**src/rtl/pett_pkg.sv**
```systemverilog
// Shared types, widths and codes for the periodic event timer table.
package pett_pkg;

    localparam int TABLE_DEPTH = 16;
    localparam int MAX_FIRINGS = 16;

    localparam int IDX_W      = $clog2(TABLE_DEPTH);
    localparam int CNT_W      = $clog2(TABLE_DEPTH + 1);
    localparam int FIRE_CNT_W = $clog2(MAX_FIRINGS + 1);

    localparam int KIND_W   = 3;
    localparam int HANDLE_W = 8;
    localparam int VALUE_W  = 16;
    localparam int SLOT_W   = 4;
    localparam int STATUS_W = 2;
    localparam int OCC_W    = 5;
    localparam int CMP_W    = (CNT_W > SLOT_W) ? CNT_W : SLOT_W;

    localparam logic [KIND_W-1:0] KIND_TICK       = 3'd0;
    localparam logic [KIND_W-1:0] KIND_SERVICE    = 3'd1;
    localparam logic [KIND_W-1:0] KIND_ADD_NORMAL = 3'd2;
    localparam logic [KIND_W-1:0] KIND_ADD_HIGH   = 3'd3;
    localparam logic [KIND_W-1:0] KIND_ADD_ONCE   = 3'd4;
    localparam logic [KIND_W-1:0] KIND_REM_SLOT   = 3'd5;
    localparam logic [KIND_W-1:0] KIND_REM_HANDLE = 3'd6;
    localparam logic [KIND_W-1:0] KIND_CLEAR      = 3'd7;

    localparam logic [STATUS_W-1:0] STATUS_OK        = 2'd0;
    localparam logic [STATUS_W-1:0] STATUS_FULL      = 2'd1;
    localparam logic [STATUS_W-1:0] STATUS_NULL      = 2'd2;
    localparam logic [STATUS_W-1:0] STATUS_NOT_FOUND = 2'd3;

    typedef struct packed {
        logic pending;
        logic oneshot;
        logic high;
    } marks_t;

    typedef struct packed {
        logic [HANDLE_W-1:0] handle;
        logic [VALUE_W-1:0]  argument;
        logic [VALUE_W-1:0]  period;
        logic [VALUE_W-1:0]  countdown;
        marks_t              marks;
    } entry_t;

    typedef struct packed {
        logic   keep;
        logic   fire;
        logic   urgent;
        entry_t ent;
    } unit_res_t;

    localparam int ENTRY_W = $bits(entry_t);

endpackage

```
**src/rtl/pett_ram.sv**
```systemverilog
// Generic single-write, single-read RAM with registered read data.
module pett_ram #(
    parameter int WIDTH = 8,
    parameter int DEPTH = 16
) (
    input  logic                     clk,
    input  logic                     wr_en,
    input  logic [$clog2(DEPTH)-1:0] wr_addr,
    input  logic [WIDTH-1:0]         wr_data,
    input  logic                     rd_en,
    input  logic [$clog2(DEPTH)-1:0] rd_addr,
    output logic [WIDTH-1:0]         rd_data
);

    logic [WIDTH-1:0] mem [DEPTH];

    always_ff @(posedge clk)
    begin
        if (wr_en)
        begin
            mem[wr_addr] <= wr_data;
        end
        if (rd_en)
        begin
            rd_data <= mem[rd_addr];
        end
    end

endmodule

```
**src/rtl/pett_unit.sv**
```systemverilog
// Per-entry update unit: countdown, firing, pending marks and keep/drop decision.
module pett_unit (
    input  logic [pett_pkg::KIND_W-1:0]   kind,
    input  logic [pett_pkg::HANDLE_W-1:0] handle,
    input  logic [pett_pkg::SLOT_W-1:0]   slot,
    input  logic [pett_pkg::IDX_W-1:0]    idx,
    input  pett_pkg::entry_t              ent_in,
    output pett_pkg::unit_res_t           res
);
    import pett_pkg::*;

    always_comb
    begin
        res.keep   = 1'b1;
        res.fire   = 1'b0;
        res.urgent = 1'b0;
        res.ent    = ent_in;
        case (kind)
            KIND_TICK:
            begin
                if (ent_in.countdown != '0)
                begin
                    res.ent.countdown = ent_in.countdown - VALUE_W'(1);
                end
                else
                begin
                    res.ent.countdown = ent_in.period;
                    if (ent_in.marks.high)
                    begin
                        res.fire   = 1'b1;
                        res.urgent = 1'b1;
                    end
                    else
                    begin
                        res.ent.marks.pending = 1'b1;
                    end
                end
            end
            KIND_SERVICE:
            begin
                if (ent_in.marks.pending && !ent_in.marks.high)
                begin
                    res.fire              = 1'b1;
                    res.ent.marks.pending = 1'b0;
                    res.keep              = !ent_in.marks.oneshot;
                end
            end
            KIND_REM_SLOT:
            begin
                res.keep = (CMP_W'(idx) != CMP_W'(slot));
            end
            KIND_REM_HANDLE:
            begin
                res.keep = (ent_in.handle != handle);
            end
            default:
            begin
                res.keep = 1'b1;
            end
        endcase
    end

endmodule

```
**src/rtl/periodic_event_timer_table.sv**
```systemverilog
// Top level: command port, table sequencer, table RAM and result register.
//
// channel   direction  handshake            payload
// command   in         start && !busy       kind, handle, period, argument, slot
// result    out        strobe (one cycle)   fired, fired_handle, fired_argument,
//                                           fired_urgent, status, occupancy, last
//
// Tick, service and both removals walk the table once through its single read
// port and compact it through the write port. Add and clear go straight to the
// final status, and so does an out-of-range slot removal.
// Each result shows on the output register in the cycle after it is formed, and
// the receiver cannot stall, so the next command may enter while the final
// status is still on the ports. Reset empties the table at once.
module periodic_event_timer_table (
    input  logic                           clk,
    input  logic                           rst_n,
    input  logic                           start,
    output logic                           busy,
    input  logic [pett_pkg::KIND_W-1:0]    kind,
    input  logic [pett_pkg::HANDLE_W-1:0]  handle,
    input  logic [pett_pkg::VALUE_W-1:0]   period,
    input  logic [pett_pkg::VALUE_W-1:0]   argument,
    input  logic [pett_pkg::SLOT_W-1:0]    slot,
    output logic                           strobe,
    output logic                           fired,
    output logic [pett_pkg::HANDLE_W-1:0]  fired_handle,
    output logic [pett_pkg::VALUE_W-1:0]   fired_argument,
    output logic                           fired_urgent,
    output logic [pett_pkg::STATUS_W-1:0]  status,
    output logic [pett_pkg::OCC_W-1:0]     occupancy,
    output logic                           last
);
    import pett_pkg::*;

    localparam logic [1:0] S_IDLE  = 2'd0;
    localparam logic [1:0] S_WALK  = 2'd1;
    localparam logic [1:0] S_FINAL = 2'd2;

    // control state
    logic [1:0]            state_reg,    state_next;
    logic [CNT_W-1:0]      total_reg,    total_next;
    logic [CNT_W-1:0]      pos_cnt_reg,  pos_cnt_next;
    logic [CNT_W-1:0]      rd_cnt_reg,   rd_cnt_next;
    logic [CNT_W-1:0]      wr_cnt_reg,   wr_cnt_next;
    logic                  p_vld_reg,    p_vld_next;
    logic [FIRE_CNT_W-1:0] fire_cnt_reg, fire_cnt_next;
    logic                  strobe_reg,   strobe_next;

    // payload
    logic [KIND_W-1:0]     kind_reg,     kind_next;
    logic [HANDLE_W-1:0]   handle_reg,   handle_next;
    logic [SLOT_W-1:0]     slot_reg,     slot_next;
    logic [IDX_W-1:0]      p_idx_reg,    p_idx_next;
    logic [CNT_W-1:0]      occ_reg,      occ_next;
    logic [STATUS_W-1:0]   status_reg,   status_next;
    logic                  o_fired_reg,  o_fired_next;
    logic [HANDLE_W-1:0]   o_handle_reg, o_handle_next;
    logic [VALUE_W-1:0]    o_arg_reg,    o_arg_next;
    logic                  o_urgent_reg, o_urgent_next;
    logic [STATUS_W-1:0]   o_status_reg, o_status_next;
    logic [OCC_W-1:0]      o_occ_reg,    o_occ_next;
    logic                  o_last_reg,   o_last_next;

    // table port
    logic                  ram_wr_en;
    logic [IDX_W-1:0]      ram_wr_addr;
    entry_t                ram_wr_data;
    logic                  ram_rd_en;
    logic [ENTRY_W-1:0]    ram_rd_raw;
    entry_t                rd_ent;
    unit_res_t             unit_res;

    assign rd_ent = entry_t'(ram_rd_raw);

    pett_ram #(
        .WIDTH (ENTRY_W),
        .DEPTH (TABLE_DEPTH)
    ) u_table (
        .clk     (clk),
        .wr_en   (ram_wr_en),
        .wr_addr (ram_wr_addr),
        .wr_data (ENTRY_W'(ram_wr_data)),
        .rd_en   (ram_rd_en),
        .rd_addr (rd_cnt_reg[IDX_W-1:0]),
        .rd_data (ram_rd_raw)
    );

    pett_unit u_unit (
        .kind   (kind_reg),
        .handle (handle_reg),
        .slot   (slot_reg),
        .idx    (p_idx_reg),
        .ent_in (rd_ent),
        .res    (unit_res)
    );

    always_comb
    begin
        logic issue;
        logic old_pos;
        logic new_pos;

        state_next    = state_reg;
        total_next    = total_reg;
        pos_cnt_next  = pos_cnt_reg;
        rd_cnt_next   = rd_cnt_reg;
        wr_cnt_next   = wr_cnt_reg;
        p_vld_next    = 1'b0;
        fire_cnt_next = fire_cnt_reg;
        strobe_next   = 1'b0;

        kind_next     = kind_reg;
        handle_next   = handle_reg;
        slot_next     = slot_reg;
        p_idx_next    = rd_cnt_reg[IDX_W-1:0];
        occ_next      = occ_reg;
        status_next   = status_reg;
        o_fired_next  = o_fired_reg;
        o_handle_next = o_handle_reg;
        o_arg_next    = o_arg_reg;
        o_urgent_next = o_urgent_reg;
        o_status_next = o_status_reg;
        o_occ_next    = o_occ_reg;
        o_last_next   = o_last_reg;

        ram_wr_en   = 1'b0;
        ram_wr_addr = wr_cnt_reg[IDX_W-1:0];
        ram_wr_data = unit_res.ent;
        ram_rd_en   = 1'b0;

        issue   = 1'b0;
        old_pos = 1'b0;
        new_pos = 1'b0;

        case (state_reg)
            S_IDLE:
            begin
                if (start)
                begin
                    kind_next     = kind;
                    handle_next   = handle;
                    slot_next     = slot;
                    rd_cnt_next   = '0;
                    wr_cnt_next   = '0;
                    fire_cnt_next = '0;
                    status_next   = STATUS_OK;
                    occ_next      = total_reg;
                    state_next    = S_WALK;
                    case (kind)
                        KIND_TICK:
                        begin
                            occ_next = total_reg;
                        end
                        KIND_SERVICE:
                        begin
                            // every pending one-shot entry leaves during service
                            occ_next = total_reg - pos_cnt_reg;
                        end
                        KIND_ADD_NORMAL, KIND_ADD_HIGH, KIND_ADD_ONCE:
                        begin
                            state_next = S_FINAL;
                            if (handle == '0)
                            begin
                                status_next = STATUS_NULL;
                            end
                            else if (total_reg >= CNT_W'(TABLE_DEPTH))
                            begin
                                status_next = STATUS_FULL;
                            end
                            else
                            begin
                                ram_wr_en                = 1'b1;
                                ram_wr_addr              = total_reg[IDX_W-1:0];
                                ram_wr_data.handle       = handle;
                                ram_wr_data.argument     = argument;
                                ram_wr_data.period       = period;
                                ram_wr_data.countdown    = period;
                                ram_wr_data.marks.pending = 1'b0;
                                ram_wr_data.marks.oneshot = (kind == KIND_ADD_ONCE);
                                ram_wr_data.marks.high    = (kind == KIND_ADD_HIGH);
                                total_next               = total_reg + CNT_W'(1);
                            end
                        end
                        KIND_REM_SLOT:
                        begin
                            if (CMP_W'(slot) >= CMP_W'(total_reg))
                            begin
                                status_next = STATUS_NOT_FOUND;
                                state_next  = S_FINAL;
                            end
                        end
                        KIND_REM_HANDLE:
                        begin
                            occ_next = total_reg;
                        end
                        default:
                        begin
                            total_next   = '0;
                            pos_cnt_next = '0;
                            state_next   = S_FINAL;
                        end
                    endcase
                end
            end

            S_WALK:
            begin
                issue = (rd_cnt_reg < total_reg);
                if (issue)
                begin
                    ram_rd_en   = 1'b1;
                    rd_cnt_next = rd_cnt_reg + CNT_W'(1);
                end
                p_vld_next = issue;

                if (p_vld_reg)
                begin
                    old_pos = rd_ent.marks.pending && rd_ent.marks.oneshot;
                    new_pos = unit_res.keep && unit_res.ent.marks.pending
                              && unit_res.ent.marks.oneshot;
                    pos_cnt_next = pos_cnt_reg + CNT_W'(new_pos) - CNT_W'(old_pos);
                    // compact: survivors slide down to the write pointer
                    if (unit_res.keep)
                    begin
                        ram_wr_en   = 1'b1;
                        wr_cnt_next = wr_cnt_reg + CNT_W'(1);
                    end
                    if (unit_res.fire && (fire_cnt_reg < FIRE_CNT_W'(MAX_FIRINGS)))
                    begin
                        fire_cnt_next = fire_cnt_reg + FIRE_CNT_W'(1);
                        strobe_next   = 1'b1;
                        o_fired_next  = 1'b1;
                        o_handle_next = rd_ent.handle;
                        o_arg_next    = rd_ent.argument;
                        o_urgent_next = unit_res.urgent;
                        o_status_next = STATUS_OK;
                        o_occ_next    = OCC_W'(occ_reg);
                        o_last_next   = 1'b0;
                    end
                end

                if (!issue && !p_vld_reg)
                begin
                    total_next = wr_cnt_reg;
                    state_next = S_FINAL;
                    if ((kind_reg == KIND_REM_HANDLE) && (wr_cnt_reg == total_reg))
                    begin
                        status_next = STATUS_NOT_FOUND;
                    end
                end
            end

            S_FINAL:
            begin
                strobe_next   = 1'b1;
                o_fired_next  = 1'b0;
                o_handle_next = '0;
                o_arg_next    = '0;
                o_urgent_next = 1'b0;
                o_status_next = status_reg;
                o_occ_next    = OCC_W'(total_reg);
                o_last_next   = 1'b1;
                state_next    = S_IDLE;
            end

            default:
            begin
                state_next = S_IDLE;
            end
        endcase
    end

    always_ff @(posedge clk or negedge rst_n)
    begin
        if (!rst_n)
        begin
            state_reg    <= S_IDLE;
            total_reg    <= '0;
            pos_cnt_reg  <= '0;
            rd_cnt_reg   <= '0;
            wr_cnt_reg   <= '0;
            p_vld_reg    <= 1'b0;
            fire_cnt_reg <= '0;
            strobe_reg   <= 1'b0;
        end
        else
        begin
            state_reg    <= state_next;
            total_reg    <= total_next;
            pos_cnt_reg  <= pos_cnt_next;
            rd_cnt_reg   <= rd_cnt_next;
            wr_cnt_reg   <= wr_cnt_next;
            p_vld_reg    <= p_vld_next;
            fire_cnt_reg <= fire_cnt_next;
            strobe_reg   <= strobe_next;
        end
    end

    always_ff @(posedge clk)
    begin
        kind_reg     <= kind_next;
        handle_reg   <= handle_next;
        slot_reg     <= slot_next;
        p_idx_reg    <= p_idx_next;
        occ_reg      <= occ_next;
        status_reg   <= status_next;
        o_fired_reg  <= o_fired_next;
        o_handle_reg <= o_handle_next;
        o_arg_reg    <= o_arg_next;
        o_urgent_reg <= o_urgent_next;
        o_status_reg <= o_status_next;
        o_occ_reg    <= o_occ_next;
        o_last_reg   <= o_last_next;
    end

    assign busy           = (state_reg != S_IDLE);
    assign strobe         = strobe_reg;
    assign fired          = o_fired_reg;
    assign fired_handle   = o_handle_reg;
    assign fired_argument = o_arg_reg;
    assign fired_urgent   = o_urgent_reg;
    assign status         = o_status_reg;
    assign occupancy      = o_occ_reg;
    assign last           = o_last_reg;

endmodule

```
**config.mk**
```make
export PLATFORM = sky130hd
export DESIGN_NAME = periodic_event_timer_table
export DESIGN_NICKNAME = d
export VERILOG_FILES = /design/src/rtl/pett_pkg.sv /design/src/rtl/pett_ram.sv /design/src/rtl/pett_unit.sv /design/src/rtl/periodic_event_timer_table.sv
export SDC_FILE = /design/constraint.sdc
export NUM_CORES = 1
export LEC_CHECK = 0
export BUFFER_PORTS_ARGS = -buffer_cell sky130_fd_sc_hd__buf_2
export CAP_MARGIN = 20
export CELL_PAD_IN_SITES_DETAIL_PLACEMENT = 0
export CELL_PAD_IN_SITES_GLOBAL_PLACEMENT = 1
export CORE_UTILIZATION = 43
export CTS_CLUSTER_DIAMETER = 50
export DETAILED_ROUTE_END_ITERATION = 12
export PLACE_DENSITY = 0.66
export SKIP_LAST_GASP = 1
export SLEW_MARGIN = 20
export SYNTH_ARGS = -nofsm -noshare
export SYNTH_HDL_FRONTEND = slang
export SYNTH_SLANG_ARGS = --single-unit
```
**constraint.sdc**
```tcl
create_clock -name clk -period 7.95 [get_ports clk]
set_input_delay 0.3975 -clock clk [delete_from_list [all_inputs] [get_ports clk]]
set_output_delay 0.3975 -clock clk [all_outputs]
set_load 0.05 [all_outputs]
```
==> results.cfg, run 1 <==
[critical_path]
cp-start-kind = register
r2r_cells = 18
r2r_slack_ns = 3.50
required_ns = 8.47
critPathBufInv = 3
crit_family = simple AND/OR/NAND/NOR gates
cp_cell_sequence = inv_1 -> ha_1 -> nor4b_2 -> and4_1 -> a21oi_1 -> a21oi_1 -> nand4_1 -> ha_1 -> inv_1 -> ha_1 -> inv_1 -> fa_1 -> nor2b_1 -> o21ai_0 -> and3_1 -> o21ai_0 -> mux2i_1 -> o21ai_0
regToRegEndpoint = pos_cnt_reg[4]$_DFFE_PN0P_
endpoint_kind = register
arrival_ns = 4.97
crit_fanout = 16
cp_slowest_cell = and4_1
worstReg2RegStart = u_table.rd_data[3]$_DFFE_PP_
max_stage_delay_ns = 0.86
critical_path_class = register to register

[clocking]
post_cts_resized = 0
insertion_delay_ns = 0.69
post-cts-setup-buffer-count = 0
htreeDepth = 3
path_clk_slew_ns = 0.06
cts_root_buf = clkbuf_16
cts_buffers = 114
cts_tree = yes
holdBufCountCts = 16
clock-sinks = 1092
clk_path_buf_depth = 3

[synthesis]
ys.flop_type = edfxtp_1
syn-num-nets = 2153
ys_seq_area_frac = 0.757
synth_top_area_share = 0.739
avgSynthCellArea_um2 = 20.8
synth.distinct_cells = 66
synth_async_sr_flop_share = 0.0266
synth-edff-count = 1059
yosys_warnings = 0
netlist_instances = 2074
mappedNetlistArea_mm2 = 0.0431
yosysTopAreaCell = edfxtp_1
ys_top_cells_by_area = edfxtp_1 (74%), mux4_2 (15%), dfrtp_1 (1.7%), nand2_1 (1.4%), ha_1 (0.78%)
synth-seq-cells = 1092

[status]
status = complete, no violations

[layout]
largest_reg_flops = 944
drive_above_1_share = 0.273
fillers = 7844
multi_input_area_mm2 = 0.0100
nNetsFinal = 2306
regMostFlops = u_table.mem
syn_to_final_growth_pct = 13.7
layout_common_cells = edfxtp_1 (1059), mux4_2 (295), nand2_1 (163)
layout_commonest_cell = edfxtp_1
regArea_mm2 = 0.0326

[route]
first_iter_violations = 1835
firstDrtPassIters = 5
vias = 20600
wirelength_um = 96400
ant_nets = 0
drc_errors = 0
wl_per_cell_um = 26.7
via_per_inst = 5.70

[power_and_ir_drop]
ir_worst_vdd_v = 0.000207
p_clk_frac = 0.328
p_switching_mw = 4.22
switching_share = 0.275
seq_power_share = 0.473
power_frac_comb = 0.199
power.internal_mw = 11.1
leakage_nw = 15.2
p_per_area_mw_per_mm2 = 313

[timing]
hold_viol = 0
fmax_mhz = 225
slew_viol_final = 0
tightest_slew_ns = 1.08
min_period_over_period = 0.560
period_minus_slack_ns = 4.45
skew_ns = 0.0295
slew_headroom = 0.279
tns_ns = 0
finalSetupViolCount = 0
worst_slack_ns = 3.50
rsz0062_at_grt = no

[flow_run]
maxCapViolCount = 0

[worst_hold_path]
whs_path_depth = 3
holdPathEnd = wr_cnt_reg[2]$_DFFE_PN0P_
worstHoldStart = start
min_path_type = primary input to register

[global_routing]
grtUsageTotal = 0.192
grt_pass1_wl_um = 144000
grt_pass1_vias = 21600
grt_use_met1 = 0.263
grt_use_met3 = 0.0327
busiest_layer = met2
grt_max_degree = 156
gr-total-overflow = 0
use_met2 = 0.319
antenna_found_initial = 0

[floorplan]
dieWidth_um = 318
die-area_mm2 = 0.101
initial_core_util = 0.436
pin_count = 86
die_h_um = 318
num_rows = 115
core_area_mm2 = 0.0989

[placed_design]
dp_hpwl_um = 51800
numPortBuffers = 85
globalplace.congestion = 0.825
pre_cts_ws_ns = 3.54
[final cells by class]
type / instances / share of cell area
inverters: 36 / 0.00276
clock inverters: 74 / 0.0115
flip-flops and latches: 1092 / 0.667
multi-input cells: 837 / 0.205
well taps: 1287 / 0.0329
repair buffers: 146 / 0.0199
diodes: 1 / 0.0000511
clock buffers: 137 / 0.0609
[tightest hold or removal path: stages]
cell and delay [ns]:
buf_2 0.15, o2111ai_1 0.11, nand3_1 0.07
[synthesized netlist by cell type (8+ instances only)]
cell type / number
a31oi_1: 8
nor2b_1: 28
nand4_1: 11
o31ai_1: 9
nand3_1: 15
buf_2: 36
ha_1: 27
nand2_1: 163
edfxtp_1: 1059
buf_1: 8
nor3_1: 18
mux4_2: 295
dfrtp_1: 29
inv_1: 36
clkbuf_1: 65
xnor2_1: 12
o21ai_0: 50
xor2_1: 13
nor2_1: 50
a21oi_1: 40
[kinds of logic after synthesis]
family,share of synthesized area
fa+ha+maj,0.00878
mux,0.157
xor+xnor,0.00509
flops,0.757
simple gates,0.0355
compound gates,0.0225
buf+inv,0.0137
[layer usage]
layer / part of all wire / wire [um] / up-vias
met5: 0 / 0 / -
met4: 0.022 / 2080 / 0
met3: 0.057 / 5510 / 149
met2: 0.50 / 48300 / 639
met1: 0.42 / 40500 / 10900
li1: - / - / 8860
[how the worst max path moves through the flow]
| stage | from | to | slack (ns) | cells past startpoint |
|---|---|---|---|---|
| floorplan | total_reg[1]$_DFFE_PN0P_ | p_vld_reg$_DFF_PN0_ | 1.53 | 6 |
| global placement | u_table.rd_data[3]$_DFFE_PP_ | pos_cnt_reg[4]$_DFFE_PN0P_ | 3.52 | 18 |
| detailed placement | handle[0] | u_table.mem[7][38]$_DFFE_PP_ | 3.54 | 9 |
| CTS | state_reg[1]$_DFFE_PN0P_ | u_table.mem[7][12]$_DFFE_PP_ | 3.56 | 8 |
| global route | u_table.rd_data[3]$_DFFE_PP_ | pos_cnt_reg[4]$_DFFE_PN0P_ | 3.20 | 18 |
| finish | u_table.rd_data[3]$_DFFE_PP_ | pos_cnt_reg[4]$_DFFE_PN0P_ | 3.50 | 18 |
[metrics by stage]
stage / hold WS [ns] / utilization / cell area, um^2 / cells / power, mW
finish: 0.0906 / 0.495 / 48900 / 3610 / 15.3
floorplan: 0.102 / - / 43100 / 2074 / 9.59
global route: 0.0949 / 0.495 / 48900 / 3609 / 16.0
global placement: 0.489 / 0.457 / 45200 / 3381 / 10.4
CTS: 0.0402 / 0.495 / 48900 / 3608 / 15.5
detailed placement: 0.508 / 0.457 / 45200 / 3381 / 10.5
[power groups by stage]
stage	Sequential [mW]	Clock, mW	Combinational, mW
finish	7.25	5.03	3.05
global route	7.28	5.35	3.32
CTS	7.25	5.13	3.12
detailed placement	7.37	0	3.10
global placement	7.36	0	3.04
floorplan	7.53	0	2.06
Note: power is estimated with default switching activity, not from simulation.
==> run 2: changes to the inputs <==
ABC_AREA = 1   (was not set)
PLACE_DENSITY = 0.7   (was 0.66)
clock period = 4.4 ns   (was 7.95 ns; I/O delays follow)
==> run 2 against run 1 <==
Effect of this change:
- critical path depth shrank 9
- first-iteration DRC count grew 34%
- cell count grew 40%
- combinational power grew to 2.7 times the previous value
- register-to-register slack lost 2.6 ns
- largest power group unchanged
==> results.cfg, run 2 <==
[clocking]
post_cts_resized = 0
path_clk_slew_ns = 0.06
cts_buffers = 120
htreeDepth = 3
cts_tree = yes
cts_root_buf = clkbuf_16
clk_path_buf_depth = 3
insertion_delay_ns = 0.70
clock-sinks = 1092

[synthesis]
netlist_instances = 3481
synth_commonest_cells = edfxtp_1 (1059), nor2_1 (670), o21ai_0 (398)
ys.flop_type = edfxtp_1
synth-seq-cells = 1092
syn-num-nets = 3560
ys_top_cells_by_area = edfxtp_1 (71%), nor2_1 (5.6%), o21ai_0 (4.5%), nand2_1 (3.2%), o32ai_1 (2.3%)
synth_most_common_cell = edfxtp_1
synth_top_area_share = 0.712
synth.distinct_cells = 45
avgSynthCellArea_um2 = 12.8
ys_seq_area_frac = 0.730
synth-edff-count = 1059
synth_async_sr_flop_share = 0.0266
yosysTopAreaCell = edfxtp_1
yosys_warnings = 0
mappedNetlistArea_mm2 = 0.0447

[route]
via_per_inst = 5.48
first_iter_violations = 2466
drc_errors = 0
ant_nets = 0
vias = 27700
firstDrtPassIters = 5
wl_per_cell_um = 21.9
wirelength_um = 111000

[global_routing]
grtUsageTotal = 0.211
grt_pass1_vias = 26400
grt_max_degree = 193
antenna_found_initial = 0
grt_pass1_wl_um = 166000
gr-total-overflow = 0

[placed_design]
globalplace.congestion = 0.827
dpl-instance-area_mm2 = 0.0470
numPortBuffers = 85
pre_cts_ws_ns = 0.929
placed_cells = 4813
dp_hpwl_um = 59200

[critical_path]
crit_fanout = 31
required_ns = 4.83
cp-start-kind = register
r2r_slack_ns = 0.92
critical_path_class = register to register
arrival_ns = 3.91
endpoint_kind = register

[timing]
worst_slack_ns = 0.918
slew_viol_final = 0
fmax_mhz = 287
min_period_over_period = 0.791
period_minus_slack_ns = 3.48
hold_viol = 0
slew_headroom = 0.322
finalSetupViolCount = 0
rsz0062_at_grt = no
tns_ns = 0
tightest_slew_ns = 1.02
skew_ns = 0.0211
fin_hold_ws_ns = 0.0498

[status]
status = complete, no violations

[floorplan]
initial_core_util = 0.436
die_h_um = 324
die-area_mm2 = 0.105
num_rows = 117
dieWidth_um = 324
pin_count = 86
core_area_mm2 = 0.102

[layout]
largest_reg_flops = 944
fin_util = 0.500
nNetsFinal = 3668
drive_above_1_share = 0.113
final_area_mm2 = 0.0512
regMostFlops = u_table.mem
antenna_cells = 0
layout_common_cells = edfxtp_1 (1059), nor2_1 (670), o21ai_0 (398)
layout_commonest_cell = edfxtp_1
layoutNonFillerInstCount = 5056
syn_to_final_growth_pct = 14.5

[power_and_ir_drop]
ir_worst_vdd_v = 0.000792
leakage_nw = 17.1
p_per_area_mw_per_mm2 = 612
power_mw = 31.3

[flow_run]
maxCapViolCount = 0

[worst_hold_path]
min_path_type = primary input to register
[run 2: layout make-up]
cell class                 instances  area, um^2
sequential                      1092       32600
timing repair buffer             200        1640
fill                            8814       51200
clock inverter                    74         762
tap                             1368        1710
inverter                         113         435
clock buffer                     147        3190
multi-input combinational       2062       10800
[run 2: path summary, 6_finish.rpt]
check,from,end,cells past startpoint
worst max-delay path,state_reg[1]$_DFFE_PN0P_,u_table.mem[8][47]$_DFFE_PP_,9
worst min-delay path,argument[9],u_table.mem[12][44]$_DFFE_PP_,4
worst max register to register,state_reg[1]$_DFFE_PN0P_,u_table.mem[8][47]$_DFFE_PP_,9
worst min register to register,status_reg[0]$_SDFFCE_PP1P_,status[0]$_SDFFCE_PN0P_,2
max in group asynchronous,rst_n,rd_cnt_reg[1]$_DFFE_PN0P_,2
min in group asynchronous,rst_n,fire_cnt_reg[2]$_DFFE_PN0P_,2
[run 2: cells by family after synthesis]
kind of cell / Yosys count / synth area share
compound gates: 704 / 0.0994
xor+xnor: 25 / 0.00490
fa+ha+maj: 29 / 0.00846
buf+inv: 327 / 0.0316
flops: 1092 / 0.730
mux: 60 / 0.0134
simple gates: 1244 / 0.112
[run 2: per-layer routing]
| metal | global-route usage | part of all wire | vias to the layer above |
|---|---|---|---|
| met5 | 0 | 0 | - |
| met2 | 0.335 | 0.47 | 762 |
| met4 | 0.0647 | 0.025 | 0 |
| met1 | 0.300 | 0.45 | 13800 |
| met3 | 0.0294 | 0.053 | 177 |
| li1 | - | - | 13000 |
[run 2: critical path, cell delays in order (launching register included)]
cell and delay [ns]:
dfrtp_1 0.40, inv_1 0.09, ha_1 0.32, nand2_2 0.11
nor2_4 0.16, nand3_4 0.46, inv_2 0.78, buf_4 0.46
o21ai_0 0.16, buf_4 0.21
[run 2: power by group]
group,internal [mW],switching [mW],total [mW]
Sequential,12.7,0.299,13.0
Combinational,2.35,5.93,8.28
Clock,5.91,4.09,10.0
Total,21.0,10.3,31.3
[run 2: timing repair]
item	in CTS	in global routing
hold buffers	22	0
endpoints found under the hold margin	131	0
buffers inserted	0	0
